--- src/rtl/core/ape_pkg.sv ---
package ape_pkg;

    // Sector geometry and address width.
    localparam int unsigned WORDS_PER_SECTOR   = 256;
    localparam int unsigned WORD_CNT_W         = $clog2(WORDS_PER_SECTOR) + 1;
    localparam int unsigned ENTRIES_PER_SECTOR = WORDS_PER_SECTOR / 2;
    localparam int unsigned ENTRY_SHIFT        = $clog2(ENTRIES_PER_SECTOR);
    localparam int unsigned ENTRY_IDX_W        = ENTRY_SHIFT + 1;
    localparam int unsigned LBA_W              = 28;

    // Input opcodes.
    localparam logic [1:0] OP_READ_SECTORS = 2'd0;
    localparam logic [1:0] OP_READ_CLUSTER = 2'd1;
    localparam logic [1:0] OP_LOOKUP       = 2'd2;
    localparam logic [1:0] OP_DEVICE       = 2'd3;

    // Configuration register indexes.
    localparam logic [1:0] CFG_DATA_REGION  = 2'd0;
    localparam logic [1:0] CFG_TABLE_REGION = 2'd1;
    localparam logic [1:0] CFG_CLUSTER_SECS = 2'd2;

    // Task file register offsets.
    localparam logic [2:0] REG_DATA    = 3'd0;
    localparam logic [2:0] REG_COUNT   = 3'd2;
    localparam logic [2:0] REG_LBA_LO  = 3'd3;
    localparam logic [2:0] REG_LBA_MID = 3'd4;
    localparam logic [2:0] REG_LBA_HI  = 3'd5;
    localparam logic [2:0] REG_DRIVE   = 3'd6;
    localparam logic [2:0] REG_CMD     = 3'd7;

    // Register values and status bits.
    localparam logic [7:0] DRIVE_LBA_MASTER = 8'hE0;
    localparam logic [7:0] CMD_READ_SECTORS = 8'h20;
    localparam logic [7:0] ONE_SECTOR       = 8'h01;
    localparam int unsigned ST_BSY_BIT      = 7;
    localparam int unsigned ST_DRQ_BIT      = 3;
    localparam int unsigned ST_ERR_BIT      = 0;
    localparam logic [LBA_W-1:0] END_OF_CHAIN = 28'h0FFFFFFF;

    typedef enum logic [1:0] {
        ACT_NONE,
        ACT_WRITE,
        ACT_STATUS,
        ACT_DATA
    } t_action;

    typedef struct packed {
        logic [LBA_W-1:0] data_region;
        logic [LBA_W-1:0] table_region;
        logic [7:0]       cluster_sectors;
    } t_cfg;

    typedef struct packed {
        t_action          action;
        logic [2:0]       bus_reg;
        logic [7:0]       write_value;
        logic [15:0]      word;
        logic             word_valid;
        logic [LBA_W-1:0] next_cluster;
        logic             cluster_valid;
        logic             done;
        logic             error;
    } t_result;

    // One decision: a single result, or the seven-beat command issue burst.
    typedef struct packed {
        logic             valid;
        logic             burst;
        logic [LBA_W-1:0] sector;
        t_result          res;
    } t_desc;

endpackage

--- src/rtl/core/ata_pio_read_engine.sv ---
// ATA PIO sector read sequencer with 28-bit LBA addressing. Commands (read N
// sectors, read one cluster, look up the next cluster in the allocation table)
// and device read returns enter as beats on the slave stream; every bus access
// the host should perform, every delivered data word and every completion
// leaves as a beat on the master stream, with tlast on the final beat caused
// by each input beat. One input beat is taken per cycle while tready is high:
// the sequencer state and the next result are worked out in a single pass and
// land in the output register. Most input beats give at most one result and so
// flow at one per cycle while the master side is ready. A status read that
// shows BSY clear gives seven results (six task file writes and the first DRQ
// poll), sent one per cycle while the master side is ready; the slave side is
// held and the next beat enters as the seventh leaves. tready on the slave
// side rises in the cycle the output register is empty or its final beat is
// being taken. Configuration writes are always accepted and must be made only
// while no command is running.
module ata_pio_read_engine (
    input  logic        i_clk,
    input  logic        i_rst_n,
    // Slave stream: commands and device returns.
    input  logic        i_s_tvalid,
    output logic        o_s_tready,
    // tdata, lowest bit up: start_sector[27:0], sector_total[35:28],
    // cluster_number[63:36], device_value[79:64]
    input  logic [79:0] i_s_tdata,
    // tuser: opcode[1:0]
    input  logic [1:0]  i_s_tuser,
    // Master stream: bus actions and results.
    output logic        o_m_tvalid,
    input  logic        i_m_tready,
    // tdata, lowest bit up: bus_register[2:0], bus_write_value[10:3],
    // sector_word[26:11], word_valid[27], next_cluster[55:28],
    // cluster_valid[56], command_done[57], command_error[58], zero[63:59]
    output logic [63:0] o_m_tdata,
    // tuser: bus_action[1:0]
    output logic [1:0]  o_m_tuser,
    output logic        o_m_tlast,
    // Configuration write channel.
    input  logic        i_cfg_valid,
    output logic        o_cfg_ready,
    input  logic [1:0]  i_cfg_index,
    input  logic [27:0] i_cfg_data
);
    import ape_pkg::*;

    t_cfg    cfg;
    t_desc   desc;
    t_result res;
    logic    take;
    logic    accept;

    // Registers are plain flops, so a write can land in any cycle.
    assign o_cfg_ready = 1'b1;
    assign o_s_tready  = take;
    assign accept      = i_s_tvalid && take;

    ape_cfg u_cfg (
        .i_clk   (i_clk),
        .i_rst_n (i_rst_n),
        .i_wr    (i_cfg_valid && o_cfg_ready),
        .i_index (i_cfg_index),
        .i_data  (i_cfg_data),
        .o_cfg   (cfg)
    );

    // Sequencer state and the decision for the current beat.
    ape_decide u_decide (
        .i_clk            (i_clk),
        .i_rst_n          (i_rst_n),
        .i_accept         (accept),
        .i_opcode         (i_s_tuser),
        .i_start_sector   (i_s_tdata[27:0]),
        .i_sector_total   (i_s_tdata[35:28]),
        .i_cluster_number (i_s_tdata[63:36]),
        .i_device_value   (i_s_tdata[79:64]),
        .i_cfg            (cfg),
        .o_desc           (desc)
    );

    // Output register; expands the command issue burst into single beats.
    ape_emit u_emit (
        .i_clk   (i_clk),
        .i_rst_n (i_rst_n),
        .i_load  (accept && desc.valid),
        .i_desc  (desc),
        .i_ready (i_m_tready),
        .o_take  (take),
        .o_valid (o_m_tvalid),
        .o_last  (o_m_tlast),
        .o_res   (res)
    );

    assign o_m_tuser = res.action;
    assign o_m_tdata = {5'd0, res.error, res.done, res.cluster_valid, res.next_cluster,
                        res.word_valid, res.word, res.write_value, res.bus_reg};

endmodule

--- src/rtl/core/ape_cfg.sv ---
module ape_cfg (
    input  logic                          i_clk,
    input  logic                          i_rst_n,
    input  logic                          i_wr,
    input  logic [1:0]                    i_index,
    input  logic [ape_pkg::LBA_W-1:0]     i_data,
    output ape_pkg::t_cfg                 o_cfg
);
    import ape_pkg::*;

    t_cfg r_cfg;

    always_ff @(posedge i_clk) begin
        if (!i_rst_n) begin
            r_cfg.data_region     <= '0;
            r_cfg.table_region    <= '0;
            r_cfg.cluster_sectors <= 8'd1;
        end else if (i_wr) begin
            case (i_index)
                CFG_DATA_REGION:  r_cfg.data_region     <= i_data;
                CFG_TABLE_REGION: r_cfg.table_region    <= i_data;
                CFG_CLUSTER_SECS: r_cfg.cluster_sectors <= i_data[7:0];
                default: ;
            endcase
        end
    end

    assign o_cfg = r_cfg;

endmodule

--- src/rtl/core/ape_decide.sv ---
module ape_decide (
    input  logic                          i_clk,
    input  logic                          i_rst_n,
    input  logic                          i_accept,
    input  logic [1:0]                    i_opcode,
    input  logic [ape_pkg::LBA_W-1:0]     i_start_sector,
    input  logic [7:0]                    i_sector_total,
    input  logic [ape_pkg::LBA_W-1:0]     i_cluster_number,
    input  logic [15:0]                   i_device_value,
    input  ape_pkg::t_cfg                 i_cfg,
    output ape_pkg::t_desc                o_desc
);
    import ape_pkg::*;

    typedef enum logic [1:0] {PH_IDLE, PH_BUSY, PH_DRQ, PH_DATA} t_phase;
    typedef enum logic [1:0] {KIND_SECTORS, KIND_CLUSTER, KIND_LOOKUP} t_kind;

    t_phase                  r_phase,  n_phase;
    t_kind                   r_kind,   n_kind;
    logic [LBA_W-1:0]        r_sector, n_sector;
    logic [7:0]              r_secs,   n_secs;
    logic [WORD_CNT_W-1:0]   r_words,  n_words;
    logic [ENTRY_IDX_W-1:0]  r_entry,  n_entry;
    logic [15:0]             r_low,    n_low;
    logic [15:0]             r_high,   n_high;

    logic [LBA_W-1:0]        cl_m2;
    logic [LBA_W+7:0]        cl_prod;
    logic [LBA_W-1:0]        cl_lba;
    logic [WORD_CNT_W-1:0]   word_idx;
    logic [WORD_CNT_W-1:0]   words_dec;
    logic [7:0]              secs_dec;
    logic [7:0]              status;
    t_desc                   desc;

    // Cluster to LBA: a subtract of two, one 28 x 8 multiply and an add, wrapping at 28 bits.
    assign cl_m2   = i_cluster_number - LBA_W'(2);
    assign cl_prod = (LBA_W+8)'(cl_m2) * (LBA_W+8)'(i_cfg.cluster_sectors);
    assign cl_lba  = i_cfg.data_region + cl_prod[LBA_W-1:0];

    assign word_idx  = WORD_CNT_W'(WORDS_PER_SECTOR) - r_words;
    assign words_dec = r_words - WORD_CNT_W'(1);
    assign secs_dec  = r_secs - 8'd1;
    assign status    = i_device_value[7:0];

    always_comb begin
        n_phase  = r_phase;
        n_kind   = r_kind;
        n_sector = r_sector;
        n_secs   = r_secs;
        n_words  = r_words;
        n_entry  = r_entry;
        n_low    = r_low;
        n_high   = r_high;
        desc     = '0;

        if (i_opcode != OP_DEVICE) begin
            if (r_phase == PH_IDLE) begin
                desc.valid = 1'b1;
                case (i_opcode)
                    OP_READ_SECTORS: begin
                        if (i_sector_total == 8'd0) begin
                            desc.res.done = 1'b1;
                        end else begin
                            n_sector = i_start_sector;
                            n_secs   = i_sector_total;
                            n_kind   = KIND_SECTORS;
                            n_phase  = PH_BUSY;
                            desc.res.action  = ACT_STATUS;
                            desc.res.bus_reg = REG_CMD;
                        end
                    end
                    OP_READ_CLUSTER: begin
                        if (i_cfg.cluster_sectors == 8'd0) begin
                            desc.res.done = 1'b1;
                        end else begin
                            n_sector = cl_lba;
                            n_secs   = i_cfg.cluster_sectors;
                            n_kind   = KIND_CLUSTER;
                            n_phase  = PH_BUSY;
                            desc.res.action  = ACT_STATUS;
                            desc.res.bus_reg = REG_CMD;
                        end
                    end
                    default: begin
                        // Next-cluster lookup: one table sector holds 128 entries.
                        n_sector = i_cfg.table_region + (i_cluster_number >> ENTRY_SHIFT);
                        n_entry  = {i_cluster_number[ENTRY_SHIFT-1:0], 1'b0};
                        n_low    = '0;
                        n_high   = '0;
                        n_secs   = 8'd1;
                        n_kind   = KIND_LOOKUP;
                        n_phase  = PH_BUSY;
                        desc.res.action  = ACT_STATUS;
                        desc.res.bus_reg = REG_CMD;
                    end
                endcase
            end
        end else begin
            case (r_phase)
                PH_BUSY: begin
                    desc.valid = 1'b1;
                    if (status[ST_BSY_BIT]) begin
                        desc.res.action  = ACT_STATUS;
                        desc.res.bus_reg = REG_CMD;
                    end else begin
                        desc.burst  = 1'b1;
                        desc.sector = r_sector;
                        n_phase     = PH_DRQ;
                    end
                end
                PH_DRQ: begin
                    desc.valid = 1'b1;
                    if (status[ST_ERR_BIT]) begin
                        desc.res.done  = 1'b1;
                        desc.res.error = 1'b1;
                        if (r_kind == KIND_LOOKUP) begin
                            desc.res.next_cluster  = END_OF_CHAIN;
                            desc.res.cluster_valid = 1'b1;
                        end
                        n_phase = PH_IDLE;
                    end else if (status[ST_DRQ_BIT]) begin
                        n_words         = WORD_CNT_W'(WORDS_PER_SECTOR);
                        desc.res.action = ACT_DATA;
                        n_phase         = PH_DATA;
                    end else begin
                        desc.res.action  = ACT_STATUS;
                        desc.res.bus_reg = REG_CMD;
                    end
                end
                PH_DATA: begin
                    desc.valid = 1'b1;
                    if (r_kind == KIND_LOOKUP) begin
                        if (word_idx == WORD_CNT_W'(r_entry)) begin
                            n_low = i_device_value;
                        end
                        if (word_idx == WORD_CNT_W'(r_entry) + WORD_CNT_W'(1)) begin
                            n_high = i_device_value;
                        end
                    end else begin
                        desc.res.word       = i_device_value;
                        desc.res.word_valid = 1'b1;
                    end
                    n_words = words_dec;
                    if (words_dec != '0) begin
                        desc.res.action = ACT_DATA;
                    end else begin
                        n_secs = secs_dec;
                        if (secs_dec != 8'd0) begin
                            n_sector         = r_sector + LBA_W'(1);
                            n_phase          = PH_BUSY;
                            desc.res.action  = ACT_STATUS;
                            desc.res.bus_reg = REG_CMD;
                        end else begin
                            desc.res.done = 1'b1;
                            if (r_kind == KIND_LOOKUP) begin
                                desc.res.next_cluster  = {n_high[LBA_W-17:0], n_low};
                                desc.res.cluster_valid = 1'b1;
                            end
                            n_phase = PH_IDLE;
                        end
                    end
                end
                default: ;
            endcase
        end
    end

    always_ff @(posedge i_clk) begin
        if (!i_rst_n) begin
            r_phase  <= PH_IDLE;
            r_kind   <= KIND_SECTORS;
            r_sector <= '0;
            r_secs   <= '0;
            r_words  <= '0;
            r_entry  <= '0;
            r_low    <= '0;
            r_high   <= '0;
        end else if (i_accept) begin
            r_phase  <= n_phase;
            r_kind   <= n_kind;
            r_sector <= n_sector;
            r_secs   <= n_secs;
            r_words  <= n_words;
            r_entry  <= n_entry;
            r_low    <= n_low;
            r_high   <= n_high;
        end
    end

    assign o_desc = desc;

    // A running command always has at least the current sector still to go.
    a_secs_live: assert property (@(posedge i_clk) disable iff (!i_rst_n)
        r_phase != PH_IDLE |-> r_secs != 8'd0)
        else $error("sector count is zero while a command runs");

    // While reading data there is always at least one word outstanding.
    a_words_live: assert property (@(posedge i_clk) disable iff (!i_rst_n)
        r_phase == PH_DATA |-> r_words != '0)
        else $error("word count is zero in the data phase");

endmodule

--- src/rtl/core/ape_emit.sv ---
module ape_emit (
    input  logic                  i_clk,
    input  logic                  i_rst_n,
    input  logic                  i_load,
    input  ape_pkg::t_desc        i_desc,
    input  logic                  i_ready,
    output logic                  o_take,
    output logic                  o_valid,
    output logic                  o_last,
    output ape_pkg::t_result      o_res
);
    import ape_pkg::*;

    localparam logic [2:0] BURST_LAST = 3'd6;

    logic             r_valid;
    logic             r_burst;
    logic [2:0]       r_count;
    logic [LBA_W-1:0] r_sector;
    t_result          r_res;
    t_result          burst_res;

    // Command issue burst: drive/head, count, three LBA bytes, READ, then status poll.
    always_comb begin
        burst_res        = '0;
        burst_res.action = ACT_WRITE;
        case (r_count)
            3'd0: begin
                burst_res.bus_reg     = REG_DRIVE;
                burst_res.write_value = DRIVE_LBA_MASTER | {4'd0, r_sector[27:24]};
            end
            3'd1: begin
                burst_res.bus_reg     = REG_COUNT;
                burst_res.write_value = ONE_SECTOR;
            end
            3'd2: begin
                burst_res.bus_reg     = REG_LBA_LO;
                burst_res.write_value = r_sector[7:0];
            end
            3'd3: begin
                burst_res.bus_reg     = REG_LBA_MID;
                burst_res.write_value = r_sector[15:8];
            end
            3'd4: begin
                burst_res.bus_reg     = REG_LBA_HI;
                burst_res.write_value = r_sector[23:16];
            end
            3'd5: begin
                burst_res.bus_reg     = REG_CMD;
                burst_res.write_value = CMD_READ_SECTORS;
            end
            default: begin
                burst_res.action  = ACT_STATUS;
                burst_res.bus_reg = REG_CMD;
            end
        endcase
    end

    assign o_valid = r_valid;
    assign o_last  = !r_burst || (r_count == BURST_LAST);
    assign o_res   = r_burst ? burst_res : r_res;
    assign o_take  = !r_valid || (i_ready && o_last);

    always_ff @(posedge i_clk) begin
        if (!i_rst_n) begin
            r_valid  <= 1'b0;
            r_burst  <= 1'b0;
            r_count  <= '0;
            r_sector <= '0;
            r_res    <= '0;
        end else begin
            if (r_valid && i_ready) begin
                if (o_last) begin
                    r_valid <= 1'b0;
                end else begin
                    r_count <= r_count + 3'd1;
                end
            end
            if (i_load) begin
                r_valid  <= 1'b1;
                r_burst  <= i_desc.burst;
                r_count  <= '0;
                r_sector <= i_desc.sector;
                r_res    <= i_desc.res;
            end
        end
    end

    a_count_range: assert property (@(posedge i_clk) disable iff (!i_rst_n)
        r_valid |-> r_count <= BURST_LAST)
        else $error("burst beat counter out of range");

    a_single_count: assert property (@(posedge i_clk) disable iff (!i_rst_n)
        r_valid && !r_burst |-> r_count == '0)
        else $error("single result with a non-zero beat count");

    a_stall_hold: assert property (@(posedge i_clk) disable iff (!i_rst_n)
        r_valid && !i_ready |=> r_valid && $stable(r_count))
        else $error("burst advanced while the output was stalled");

    a_no_overrun: assert property (@(posedge i_clk) disable iff (!i_rst_n)
        i_load |-> o_take)
        else $error("new decision loaded over an unfinished result");

endmodule
--- config.mk ---
export PLATFORM = sky130hd
export DESIGN_NAME = ata_pio_read_engine
export DESIGN_NICKNAME = d
export VERILOG_FILES = /design/src/rtl/core/ape_pkg.sv /design/src/rtl/core/ata_pio_read_engine.sv /design/src/rtl/core/ape_cfg.sv /design/src/rtl/core/ape_decide.sv /design/src/rtl/core/ape_emit.sv
export SDC_FILE = /design/constraint.sdc
export NUM_CORES = 1
export LEC_CHECK = 0
export BUFFER_PORTS_ARGS = -buffer_cell sky130_fd_sc_hd__buf_2
export CAP_MARGIN = 20
export CORE_UTILIZATION = 50
export CTS_CLUSTER_SIZE = 12
export DETAILED_ROUTE_END_ITERATION = 10
export PLACE_DENSITY_LB_ADDON = 0.3
export SYNTH_ARGS = -nofsm -noshare
export SYNTH_HDL_FRONTEND = slang
export SYNTH_SLANG_ARGS = --single-unit
--- constraint.sdc ---
create_clock -name i_clk -period 9 [get_ports i_clk]
set_input_delay 0.45 -clock i_clk [delete_from_list [all_inputs] [get_ports i_clk]]
set_output_delay 0.45 -clock i_clk [all_outputs]
set_load 0.005 [all_outputs]
; After elaboration in Yosys (flattened, before gate mapping)
; Cells that the tools add are included.
[word_totals]
reg_bits = 234
latch_bits = 0
ram_bits = 0
rom_bits = 0
inputBits = 117
output_inout_bits = 70
wordCells = 186
memories = 0
[op_classes]
add_sub_neg = 9
n_mul = 1
n_div = 0
magnitude_cmp = 0
n_eq_ne = 28
shifts = 0
mux = 83
n_bitwise = 4
reduce_logical = 38
[op_table]
columns = operator, n
row1 = two-way mux 28 bit, 7
row2 = two-way mux 29 bit, 5
row3 = two-way mux 16 bit, 6
row4 = two-way mux 61 bit, 1
row5 = two-way mux 30 bit, 2
row6 = case mux 30 bit (2 select lines), 1
row7 = case mux 28 bit (2 select lines), 1
row8 = two-way mux 12 bit, 4
row9 = two-way mux 8 bit, 6
row10 = case mux 8 bit (6 select lines), 1
row11 = two-way mux 46 bit, 1
row12 = two-way mux 5 bit, 7
row13 = two-way mux 17 bit, 2
row14 = two-way mux 31 bit, 1
row15 = "adder 28 x 1 -> 28 bit, second input constant", 1
row16 = adder 28 x 21 -> 28 bit, 1
row17 = adder 28 bit, 1
row18 = multiplier 28 x 8 -> 28 bit, 1
row19 = "subtractor 28 x 2 -> 28 bit, second input constant", 1
row20 = two-way mux 2 bit, 11
row21 = two-way mux 9 bit, 2
row22 = case mux 9 bit (2 select lines), 1
row23 = zero test 8 bit, 2
row24 = case mux 8 bit (2 select lines), 1
row25 = other kinds (44), 96

; Depth between registers and ports, before layout
[logic_depth]
word_depth = 9
ltp_mapped = 24
depth_no_buf = 23

; Modules after synthesis
; A second synthesis with hierarchy kept.
[unflattened]
hier_cells = 2434
hier_area_um2 = 20870.0
[modules_own_cells]
columns = module, instances, cells_per_inst, area_per_inst_um2, seq_area_each_um2
row1 = ape_decide, 1, 1749, 13985.9, 1681.6
row2 = ape_emit, 1, 434, 4359.2, 1881.8
row3 = ape_cfg, 1, 241, 2459.9, 1281.2
row4 = ata_pio_read_engine, 1, 10, 65.1, 0.0

; Worst setup path after synthesis
; No wires, ideal clock.
[synth_timing]
path_kind = input to register
from = input port i_s_tdata[51]
to = register u_decide.r_sector[27]
setup_time_ns = 0.075
arrival_time_ns = 5.913
required_ns = 8.925
setup_slack_ns = 3.012
stages = 20
path_buffers = 0
path_cell_list = or4_1 > or4_1 > nor2_1 > xnor2_1 > nand2b_1 > fa_1 > inv_1 > fa_1 > fa_1 > inv_1 > fa_1 > inv_1 > ha_1 > o311ai_0 > nand4b_1 > a31oi_1 > o221ai_1 > a21oi_1 > xnor3_1 > o22ai_1
[synth_between]
elab_chain_cells = 7
elab_cells_between_ends = 8
cone_classes = 3 x add/sub / 1 x mul / 4 x mux
[synth_rtl]
columns = item, line_no
row1 = "start, declared", ata_pio_read_engine.sv:24  ; input logic [79:0] i_s_tdata,
row2 = subtractor 28 x 2 -> 28 bit, ape_decide.sv:37  ; assign cl_m2 = i_cluster_number - LBA_W'(2);
row3 = multiplier 28 x 8 -> 28 bit, ape_decide.sv:38  ; assign cl_prod = (LBA_W+8)'(cl_m2) * (LBA_W+8)'(i_cfg.cluster_sectors);
row4 = adder 28 bit, ape_decide.sv:39  ; assign cl_lba = i_cfg.data_region + cl_prod[LBA_W-1:0];
row5 = two-way mux 28 bit, ape_decide.sv:74  ; if (i_cfg.cluster_sectors == 8'd0) begin
row6 = case mux 28 bit (2 select lines) *, ape_decide.sv:60  ; case (i_opcode)
row7 = two-way mux 28 bit *, ape_decide.sv:58  ; if (r_phase == PH_IDLE) begin
row8 = two-way mux 28 bit *, ape_decide.sv:57  ; if (i_opcode != OP_DEVICE) begin
row9 = "end signal, assigned", ape_decide.sv:182  ; r_sector <= n_sector;
row10 = "end, declared", ape_decide.sv:20  ; logic [LBA_W-1:0] r_sector, n_sector;
; Mark *: on every way between the ends. The rest lies on a longest branch, timed or not. The select of a mux whose other input is x is not followed.
; A chain may end at the register's enable or synchronous reset.

; Worst setup path in the final report
[layout_timing]
from = input port i_s_tdata[45]
to = register u_decide.r_sector[25]
; The elaborated chain is that of the path after synthesis.

==> results.md <==
* Status: finished clean
* Layout cells sized above 1 at 12.09%
* Starting density of the core at 50.90%
* Fin crit share at 70.82%
* Synthesized cell area at 19170 um2
* CTS tree: built
* Startpoint types: input pin
* Worst-skew pair later-pin latency at 0.57 ns
* Net total in the final layout at 2755
* Min-Delay Path Depth at 3
* Setup violators final at 0
* Yosys cell types at 85
* Synth warn at 0
* Max Freq at 156.9 MHz
* RSZ-0062 raised after global routing: false
* DRC at 0
* DP Worst Slack at 2.162 ns
* WP data arrival at 6.79 ns
* Synth top area cells: dfxtp_1 (24%), fa_1 (17%), nand2_1 (5.4%)
* Leak at 9.775 nW
* Post-layout min period at 6.374 ns
* CTS clock-pin slew for the worst setup and hold paths at 0.07 ns
* Critical Path Sink Type: flop
* Top-count cell post-synth: nand2_1
* Clk Tree Root Cell: clkbuf_16
* Final number of hold-violating endpoints at 0
* Share of the synthesized area in the top cell type at 24.22%
* Sequential-to-total area share from yosys stat at 24.22%
* Peak supply drop at 127.1 uV
* Hold buffers post-CTS at 0
* Detailed Route Iter0 Violations at 1536
* Number of global-route vias before repair at 16440
* CP Class: in -> reg
* Vias after detailed routing at 17090
* GP Congestion at 0.9409
* Drt total wl at 56.61 mm
* Total power at 0.003015 W
* Area leader, netlist: dfxtp_1
* Post-DP HPWL at 43.57 mm
* Post-synthesis instance total at 2303
* H-Tree Level Count at 1
* Final Max Tran Viols at 0
* Detail Route Antenna Nets at 0
* Post_cts resized at 0
* Number of synthesized register bits at 232
* Die Y at 197.8 um
* Setup TNS at 0 ns
* CTS sink cnt at 232
* Overflow after GRT at 0
* Skew final at 0.02023 ns
* Routed len/inst at 19.24 um
* Largest net degree at the start of global routing at 77
* Crit-path max FO at 8
* Final worst setup slack at 2.626 ns
* Max-cap violations at 0
* Core Footprint at 37670 um2
* DR pass1 iterations at 8
* Initial antenna violation count at 0
* First-pass GRT wire length at 89.58 mm
* Syn Area/Cell at 8.325 um2
* Post-synth EDFFs at 0
* Ant. Diodes at 0
* Measured slew at the worst slew-check pin at 1.157 ns
* Ys flop type: dfxtp_1
* Cts bufs inserted at 28
* Post-CTS Setup Bufs at 0
* Clock tree buffer depth at 3
* Fin util at 56.76%
* Row cnt at 71
* Die width at 197.8 um
* Die ar. at 39130 um2
* Gr usage total at 29.06%
* CP required at 9.42 ns
* Port Buf Inserts at 180
* Via density at 5.809
* Slew headroom at 22.74%
* PwrDens at 141.0 nW/um2
* Min-Delay Path Class: in -> reg
* Worst R2R Path Depth at 17
* Post-synth top cells: nand2_1 (278), inv_1 (237), dfxtp_1 (232), nor2_1 (184), a21oi_1 (160)
* Area growth, synth to finish at 11.51%
* Post-synthesis async set-or-reset flop share at 0%
* I/O pins at 187
logic make-up (layout without fill, tap and decap cells):
kind of cell | after synthesis | after routing | synth area share, %
flops | 232 | 232 | 24.22
xor+xnor | 98 | 98 | 4.836
fa+ha+maj | 228 | 228 | 21.10
mux | 64 | 64 | 4.281
buf+inv | 367 | 491 | 7.485
compound gates | 468 | 468 | 16.22
other cells | 2 | 6 | 0.03917
simple gates | 844 | 844 | 21.82
report_power, final:
group / switching [W] / leakage, nW / internal, W
clock: 0.000465 / 0.456 / 0.000658
sequential: 0.0000465 / 1.88 / 0.00106
combinational: 0.000476 / 7.44 / 0.000309
total: 0.000988 / 9.77 / 0.00203
registers in the layout, indices dropped and copies added, names as in the netlist, 2 cells and up:
name / count
u_decide.r_kind: 2
u_decide.r_phase: 2
u_emit.r_sector: 28
u_decide.r_sector: 28
u_cfg.o_cfg: 64
u_emit.r_res: 51
u_decide.r_low: 16
u_emit.r_count: 3
u_decide.r_high: 12
u_decide.r_secs: 8
u_decide.r_words: 9
u_decide.r_entry: 7
final cells by class:
type | count | area, um2
Sequential cell | 232 | 4646
Clock inverter | 13 | 117.6
Tap cell | 511 | 639.4
Fill cell | 3480 | 16290
Clock buffer | 38 | 808.3
Inverter | 238 | 895.9
Multi-Input combinational cell | 1708 | 13140
Timing Repair Buffer | 202 | 1132
worst max-delay path, stage by stage:
cell and delay (ns):
buf_2 0.13, nor4_2 0.41, nand4b_1 0.48, nor4_1 0.47, xnor2_1 0.27, nand2b_1 0.23
fa_1 0.49, inv_1 0.05, fa_1 0.48, fa_1 0.55, inv_1 0.06, fa_1 0.47
inv_1 0.04, ha_1 0.33, o311ai_0 0.57, nand4b_1 0.17, a31oi_1 0.40, o211ai_1 0.16
nor4_1 0.46, nor4_1 0.11
layout by cell type (no fill, tap or decap), types with 6 or more instances in the layout:
master	instances
nand2_1	278
inv_1	236
dfxtp_1	231
nor2_1	183
buf_2	180
a21oi_1	160
fa_1	159
nor2b_1	144
a22o_1	73
ha_1	69
xnor2_1	63
o21ai_0	51
mux2i_1	46
nand2b_1	43
nor3_1	32
and2_1	31
xor2_1	30
nand3_1	30
clkbuf_16	28
a21o_1	27
a22oi_1	26
nor4_1	17
a31oi_1	16
a211oi_1	15
or3_1	15
buf_4	15
and3_1	14
mux4_2	14
o21ai_1	12
nand4_1	12
o21a_1	10
o211ai_1	9
nand3b_1	7
clkbuf_8	7
o31ai_1	6
o21bai_1	6
conb_1	6
clkinv_2	6
per-stage QoR:
stage	instance area (um2)	cells	hold WS, ns
after floorplan	19190	2307	0.4173
after global placement	20320	2882	0.4262
after detailed placement	20360	2884	0.4382
after CTS	21290	2935	0.1053
after global routing	21380	2942	0.1287
final	21380	2942	0.1283
worst paths after layout:
check,startpoint,to,slack [ns]
max,i_s_tdata[45],u_decide.r_sector[25],2.63
max reg2reg,u_cfg.o_cfg[3],u_decide.r_sector[25],2.66
min reg2reg,u_emit.r_res[2],u_emit.r_res[2],0.45
min,i_cfg_data[19],u_cfg.o_cfg[27],0.13
layer usage:
layer,track usage (%),vias up,wire [um]
met5,0,-,0
li1,-,7926,-
met2,46.00,751,25310
met4,8.297,0,1412
met1,41.18,8332,25070
met3,4.156,80,4821
Note: power is estimated with default switching activity, not from simulation.
